$ cat src/rtl/core/pvfs_pkg.sv
package pvfs_pkg;

  // message fields and registers
  localparam int unsigned ByteW    = 8;
  localparam int unsigned ValueW   = 32;
  localparam int unsigned FieldW   = 29;
  localparam int unsigned CountW   = 3;
  localparam int unsigned StatusW  = 2;
  localparam int unsigned WireW    = 3;

  // index of the fifth and last byte of a varint, which starts at bit 28
  localparam logic [CountW-1:0] VarintLastIdx = CountW'(4);

  // field number sought after reset
  localparam logic [FieldW-1:0] TargetReset = FieldW'(7);

  // reported status codes
  localparam logic [StatusW-1:0] StFound  = 2'd0;
  localparam logic [StatusW-1:0] StAbsent = 2'd1;
  localparam logic [StatusW-1:0] StBad    = 2'd2;

  // wire types
  localparam logic [WireW-1:0] WtVarint  = 3'd0;
  localparam logic [WireW-1:0] WtFixed64 = 3'd1;
  localparam logic [WireW-1:0] WtLenDel  = 3'd2;
  localparam logic [WireW-1:0] WtFixed32 = 3'd5;

  // payload lengths of the fixed wire types
  localparam logic [ValueW-1:0] Fixed64Len = ValueW'(8);
  localparam logic [ValueW-1:0] Fixed32Len = ValueW'(4);

  // one byte folded into the varint being decoded
  typedef struct packed {
    logic              done;   // continuation bit clear, varint complete
    logic              bad;    // continuation bit set on the fifth byte
    logic [CountW-1:0] count;  // bytes taken including this one
    logic [ValueW-1:0] value;  // accumulated value including this byte
  } varint_res_t;

endpackage

$ cat src/rtl/core/pvfs_varint.sv
module pvfs_varint import pvfs_pkg::*; (
  input  logic [ValueW-1:0] acc_i,
  input  logic [CountW-1:0] count_i,
  input  logic [ByteW-1:0]  data_i,
  output varint_res_t       res_o
);

  logic [4:0]        shamt;
  logic [ValueW-1:0] payload;

  // seven payload bits per byte, bits past 32 fall off
  always_comb begin
    unique case (count_i)
      3'd0:    shamt = 5'd0;
      3'd1:    shamt = 5'd7;
      3'd2:    shamt = 5'd14;
      3'd3:    shamt = 5'd21;
      3'd4:    shamt = 5'd28;
      default: shamt = 5'd0;
    endcase
  end

  assign payload = {{(ValueW-7){1'b0}}, data_i[6:0]} << shamt;

  // merge and classify
  assign res_o.value = acc_i | payload;
  assign res_o.count = count_i + CountW'(1);
  assign res_o.done  = ~data_i[7];
  assign res_o.bad   = data_i[7] && (count_i == VarintLastIdx);

endmodule

$ cat src/rtl/core/protobuf_varint_field_scanner_core.sv
// channel  dir  handshake                  payload
// in       in   in_valid_i / in_ready_o    data_byte_i[7:0], last_byte_i
// out      out  out_valid_o / out_ready_i  status_o[1:0], found_value_o[31:0]
// cfg      in   cfg_valid_i / cfg_ready_o  target_field_i[28:0]
//
// one byte is taken per cycle while in_ready_o is high; parser state updates
// in the accepting cycle; a result is valid in the cycle after its last byte
// a non-last byte is taken even while a result waits; a last byte needs the
// result register free or emptied in the same cycle
// reset clears the parser, empties the result register, target becomes 7
module protobuf_varint_field_scanner_core import pvfs_pkg::*; (
  input  logic                clk_i,
  input  logic                rst_ni,
  input  logic                in_valid_i,
  output logic                in_ready_o,
  input  logic [ByteW-1:0]    data_byte_i,
  input  logic                last_byte_i,
  output logic                out_valid_o,
  input  logic                out_ready_i,
  output logic [StatusW-1:0]  status_o,
  output logic [ValueW-1:0]   found_value_o,
  input  logic                cfg_valid_i,
  output logic                cfg_ready_o,
  input  logic [FieldW-1:0]   target_field_i
);

  typedef enum logic [2:0] {
    PhTag,
    PhValue,
    PhSkipVar,
    PhLen,
    PhSkipBytes
  } phase_e;

  typedef enum logic [1:0] {
    OcUndecided,
    OcFound,
    OcBad
  } outcome_e;

  phase_e              phase_q, phase_d;
  outcome_e            outcome_q, outcome_d;
  logic [ValueW-1:0]   acc_q, acc_d;
  logic [CountW-1:0]   cnt_q, cnt_d;
  logic [ValueW-1:0]   skip_q, skip_d;
  logic [ValueW-1:0]   held_q, held_d;
  logic [FieldW-1:0]   target_q;
  logic                out_valid_q, out_valid_d;
  logic [StatusW-1:0]  status_q, status_d;
  logic [ValueW-1:0]   value_q, value_d;

  logic                in_fire;
  logic                cfg_fire;
  varint_res_t         vres;
  logic [ValueW-1:0]   skip_dec;
  logic [WireW-1:0]    wire_type;
  logic [FieldW-1:0]   field_num;

  // handshakes
  assign in_ready_o  = ~out_valid_q | out_ready_i | ~last_byte_i;
  assign in_fire     = in_valid_i & in_ready_o;
  assign cfg_ready_o = 1'b1;
  assign cfg_fire    = cfg_valid_i & cfg_ready_o;

  // varint byte merge
  pvfs_varint u_varint (
    .acc_i   (acc_q),
    .count_i (cnt_q),
    .data_i  (data_byte_i),
    .res_o   (vres)
  );

  assign wire_type = vres.value[WireW-1:0];
  assign field_num = vres.value[ValueW-1:WireW];
  assign skip_dec  = (skip_q == '0) ? '0 : skip_q - ValueW'(1);

  // parser next state
  always_comb begin
    phase_d   = phase_q;
    outcome_d = outcome_q;
    acc_d     = acc_q;
    cnt_d     = cnt_q;
    skip_d    = skip_q;
    held_d    = held_q;
    if (in_fire && (outcome_q == OcUndecided)) begin
      if (phase_q == PhSkipBytes) begin
        skip_d = skip_dec;
        if (skip_dec == '0) begin
          phase_d = PhTag;
        end
      end else if (vres.bad) begin
        outcome_d = OcBad;
      end else if (!vres.done) begin
        acc_d = vres.value;
        cnt_d = vres.count;
      end else begin
        acc_d = '0;
        cnt_d = '0;
        unique case (phase_q)
          PhTag: begin
            priority if (field_num == target_q && wire_type == WtVarint) begin
              phase_d = PhValue;
            end else if (wire_type == WtVarint) begin
              phase_d = PhSkipVar;
            end else if (wire_type == WtFixed64) begin
              skip_d  = Fixed64Len;
              phase_d = PhSkipBytes;
            end else if (wire_type == WtLenDel) begin
              phase_d = PhLen;
            end else if (wire_type == WtFixed32) begin
              skip_d  = Fixed32Len;
              phase_d = PhSkipBytes;
            end else begin
              outcome_d = OcBad;
            end
          end
          PhValue: begin
            held_d    = vres.value;
            outcome_d = OcFound;
          end
          PhLen: begin
            skip_d  = vres.value;
            phase_d = (vres.value == '0) ? PhTag : PhSkipBytes;
          end
          default: begin
            phase_d = PhTag;
          end
        endcase
      end
    end
  end

  // result register
  always_comb begin
    out_valid_d = out_valid_q & ~out_ready_i;
    status_d    = status_q;
    value_d     = value_q;
    if (in_fire && last_byte_i) begin
      out_valid_d = 1'b1;
      value_d     = '0;
      priority if (outcome_d == OcFound) begin
        status_d = StFound;
        value_d  = held_d;
      end else if (outcome_d == OcBad) begin
        status_d = StBad;
      end else if (phase_d == PhTag && cnt_d == '0) begin
        status_d = StAbsent;
      end else begin
        status_d = StBad;
      end
    end
  end

  // state and registered outputs
  always_ff @(posedge clk_i or negedge rst_ni) begin
    if (!rst_ni) begin
      phase_q     <= PhTag;
      outcome_q   <= OcUndecided;
      acc_q       <= '0;
      cnt_q       <= '0;
      skip_q      <= '0;
      target_q    <= TargetReset;
      out_valid_q <= 1'b0;
    end else begin
      if (cfg_fire) begin
        target_q <= target_field_i;
      end
      out_valid_q <= out_valid_d;
      if (in_fire && last_byte_i) begin
        phase_q   <= PhTag;
        outcome_q <= OcUndecided;
        acc_q     <= '0;
        cnt_q     <= '0;
        skip_q    <= '0;
      end else begin
        phase_q   <= phase_d;
        outcome_q <= outcome_d;
        acc_q     <= acc_d;
        cnt_q     <= cnt_d;
        skip_q    <= skip_d;
      end
    end
  end

  // payload registers
  always_ff @(posedge clk_i) begin
    held_q   <= held_d;
    status_q <= status_d;
    value_q  <= value_d;
  end

  assign out_valid_o   = out_valid_q;
  assign status_o      = status_q;
  assign found_value_o = value_q;

  // checks
  a_last_gives_result: assert property (@(posedge clk_i) disable iff (!rst_ni)
    (in_fire && last_byte_i) |=> out_valid_o)
    else $error("last byte accepted without a result");

  a_last_clears_parser: assert property (@(posedge clk_i) disable iff (!rst_ni)
    (in_fire && last_byte_i) |=>
      (phase_q == PhTag && outcome_q == OcUndecided && cnt_q == '0 && acc_q == '0))
    else $error("parser not cleared after a message");

  a_varint_count_bound: assert property (@(posedge clk_i) disable iff (!rst_ni)
    cnt_q <= VarintLastIdx)
    else $error("varint byte count past the limit");

  a_skip_nonzero: assert property (@(posedge clk_i) disable iff (!rst_ni)
    (phase_q == PhSkipBytes) |-> (skip_q != '0))
    else $error("skipping with nothing left to skip");

  a_value_only_found: assert property (@(posedge clk_i) disable iff (!rst_ni)
    (out_valid_o && status_o != StFound) |-> (found_value_o == '0))
    else $error("value reported without a found status");

endmodule
$ cat config.mk
export PLATFORM = sky130hd
export DESIGN_NAME = protobuf_varint_field_scanner_core
export DESIGN_NICKNAME = d
export VERILOG_FILES = /design/src/rtl/core/pvfs_pkg.sv /design/src/rtl/core/pvfs_varint.sv /design/src/rtl/core/protobuf_varint_field_scanner_core.sv
export SDC_FILE = /design/constraint.sdc
export NUM_CORES = 1
export LEC_CHECK = 0
export BUFFER_PORTS_ARGS = -buffer_cell sky130_fd_sc_hd__buf_4
export CAP_MARGIN = 20
export CORE_ASPECT_RATIO = 0.7
export CORE_MARGIN = 2
export CORE_UTILIZATION = 60
export DETAILED_ROUTE_END_ITERATION = 7
export PLACE_DENSITY_LB_ADDON = 0.25
export SKIP_CTS_REPAIR_TIMING = 1
export SLEW_MARGIN = 10
export SYNTH_ARGS = -nofsm -noshare
export SYNTH_HDL_FRONTEND = slang
export SYNTH_SLANG_ARGS = --single-unit
export TNS_END_PERCENT = 50
$ cat constraint.sdc
create_clock -name clk_i -period 5.45 [get_ports clk_i]
set_input_delay 1.09 -clock clk_i [delete_from_list [all_inputs] [get_ports clk_i]]
set_output_delay 1.09 -clock clk_i [all_outputs]
set_load 0.005 [all_outputs]
==> flow_summary.yaml <==
floorplanning:
  pin_count: 80
  core_area_mm2: 0.0154
  die-area_mm2: 0.0166
  die-width_um: 153
  start_util: 0.610
  die-height_um: 109
  rows: 38
logic_synthesis:
  yosys_register_bits: 168
  synth_edf_count: 34
  async_flop_share: 0.607
  postSynthCellCount: 1000
  synthesis.area_mm2: 0.00937
  synth_seq_area_share: 0.450
  synth_warnings: 0
  synth_cell_types: 90
  syn_avg_cell_area_um2: 9.37
  ys.flop_type: "dfrtp_1"
  synth_nets: 1050
drt:
  postRouteAntennaNets: 0
  viasPerCell: 6.78
  wl_um: 31400
  num_vias: 8622
  routedWlPerCell_um: 24.7
  drt_first_pass_iters: 6
  drc: 0
  drtIter0Drc: 1223
timing:
  setup_tns_ns: 0
  slew_headroom: 0.297
  final-setup-viol-count: 0
  fmax_mhz: 242
  min_period_over_period: 0.758
  setup_ws_ns: 1.32
  post-route-min-period_ns: 4.13
  hold_ws_ns: 0.462
  hold_violations: 0
  finalMaxSlewViolations: 0
  worst_slew_pin_slew_ns: 1.05
  rsz0062_at_grt: "no"
  skew_ns: 0.0142
clock_network:
  path_clk_slew_ns: 0.07
  cts_root_buf: "clkbuf_16"
  cts_tree: "built"
  cts.sinks: 168
  clockBufferDepth: 2
  cts-buffers-inserted: 17
  htreeDepth: 4
  clk_latency_ns: 0.44
setup_path:
  cp.required_ns: 5.61
  startpoint_type: "register"
  cp-end-kind: "register"
  r2r-start: "cnt_q[0]"
  regToRegSetupSlack_ns: 1.32
  r2r_cells: 12
  critPathKind: "register to register"
  cp_max_fo: 25
  cp.arrival_ns: 4.29
  crit-reg2reg-capture: "status_o[1]"
power_and_ir_drop:
  p_per_area_mw_per_mm2: 524
  leakagePower_uw: 0.00430
  p_total_uw: 5640
  irDropWorstVdd_v: 0.000373
final_layout:
  synthToLayoutAreaGrowth_pct: 14.8
  post-route-util: 0.700
  nets: 1109
  final_layout_size_suffix_gt1_frac: 0.192
  num_antenna_cells: 0
hold_path:
  hold_depth: 2
  hold_path_class: "register to register"
  holdPathEnd: "held_q[12]"
  worstHoldStart: "held_q[12]"
global_routing:
  grt_overflow: 0
  grt_max_degree: 74
  antenna_found_initial: 0
  first_global_vias: 7708
  track_usage: 0.381
  grt_pass1_wl_um: 47300
placed_design:
  gp_congestion: 1.05
  post-place-ws_ns: 1.47
  dp_hpwl_um: 22400
  io_buffers: 78
run_status:
  status: "complete, no violations"
job:
  cap_viol_max_count: 0
[power breakdown]
| group | internal (uW) | switching, uW |
|---|---|---|
| Sequential | 1490 | 224 |
| Combinational | 904 | 1750 |
| Clock | 695 | 570 |
[through the flow]
stage | cells | instance area, um^2
2_1_floorplan | 1000 | 9370
3_3_place_gp | 1237 | 10100
3_5_place_dp | 1237 | 10100
4_1_cts | 1269 | 10700
5_1_grt | 1272 | 10800
6_report | 1272 | 10800
[logic make-up after synthesis]
family / share of synthesized area
buffers and inverters: 0.0393
and+or+nand+nor: 0.216
muxes: 0.0534
DFF: 0.450
other: 0.000400
adders and majority gates: 0.00935
xor gates and xnor gates: 0.0271
AOI/OAI and AO/OA: 0.204
[worst max-delay path by stage]
stage              from          end  slack, ns  cells past startpoint
6_report       cnt_q[0]  status_o[1]       1.32                     12
2_1_floorplan  cnt_q[0]  status_o[0]       1.59                     16
4_1_cts        cnt_q[0]  status_o[1]       1.44                     12
3_5_place_dp   cnt_q[0]  status_o[1]       1.47                     12
3_3_place_gp   cnt_q[0]  status_o[1]       1.47                     12
5_1_grt        cnt_q[0]  status_o[1]       1.18                     12
[per-layer routing]
metal / vias up / share of wire / track usage
li1: 3797 / - / -
met1: 4129 / 0.43 / 0.577
met3: 73 / 0.14 / 0.128
met2: 623 / 0.40 / 0.509
met4: 0 / 0.030 / 0.122
met5: - / 0 / 0
[worst max-delay path: stages, from the launching register on]
cell and delay [ns]:
dfrtp_1 0.35, buf_4 0.29, nor2b_1 0.76, mux2_2 0.46
a211oi_1 0.62, nor4b_1 0.17, or2b_1 0.24, a21oi_1 0.08
nor2_1 0.22, inv_1 0.08, ha_1 0.19, nor3_1 0.24
a41oi_1 0.16
[cell usage in the layout (no fill, tap or decap), drive strengths merged, types with 6 or more instances in the layout]
cell,Yosys,final
a22oi,14,14
dfrtp,99,99
a211oi,12,12
o221ai,11,11
o22ai,9,9
o21ai,73,73
ha,7,7
and2,43,43
mux2,35,35
nor3b,6,6
buf,24,105
nand2b,16,16
o211ai,6,6
a21oi,69,69
clkbuf,41,17
inv,18,25
or3,10,10
nand3,12,12
a22o,9,9
nor2,94,94
nand2,100,100
a2111oi,10,10
edfxtp,34,34
nor4,16,16
nor2b,12,12
a31oi,13,13
xor2,14,14
dfxtp,32,32
a21boi,6,6
o31ai,8,8
nor3,29,29
xnor2,15,15
nand4,12,12
mux2i,8,8
nand3b,7,7
[sequential cells by signal (all words and copies together), names as in the netlist]
register and cells:
cnt_q 3, status_o 2, outcome_q 2, acc_q 32, held_q 32, target_q 29, out_valid_o 1, phase_q 3
found_value_o 32, skip_q 32
[cells in the mapped netlist (all sizes together) (12+ instances only)]
master / n / area [um^2]
dfrtp: 99 / 2480
a31oi: 13 / 96.3
xor2: 14 / 123
and2: 43 / 269
mux2: 35 / 398
a211oi: 12 / 90.1
nor2b: 12 / 75.1
xnor2: 15 / 131
nor3: 29 / 189
clkbuf: 41 / 154
dfxtp: 32 / 641
a21oi: 69 / 353
o21ai: 73 / 365
nor4: 16 / 113
nand2: 100 / 375
nor2: 94 / 353
inv: 18 / 67.6
edfxtp: 34 / 1020
nand4: 12 / 81.3
buf: 24 / 146
nand2b: 16 / 100
nand3: 12 / 60.1
a22oi: 14 / 105
[final cells by class]
class                      count  area [um^2]
sequential                   168         4220
clock buffer                  17          425
tap                          200          250
fill                        1168         4600
multi-input combinational    749         4790
clock inverter                15          185
inverter                      18         67.6
timing repair buffer         105          816
(Power assumes the default switching activity.)
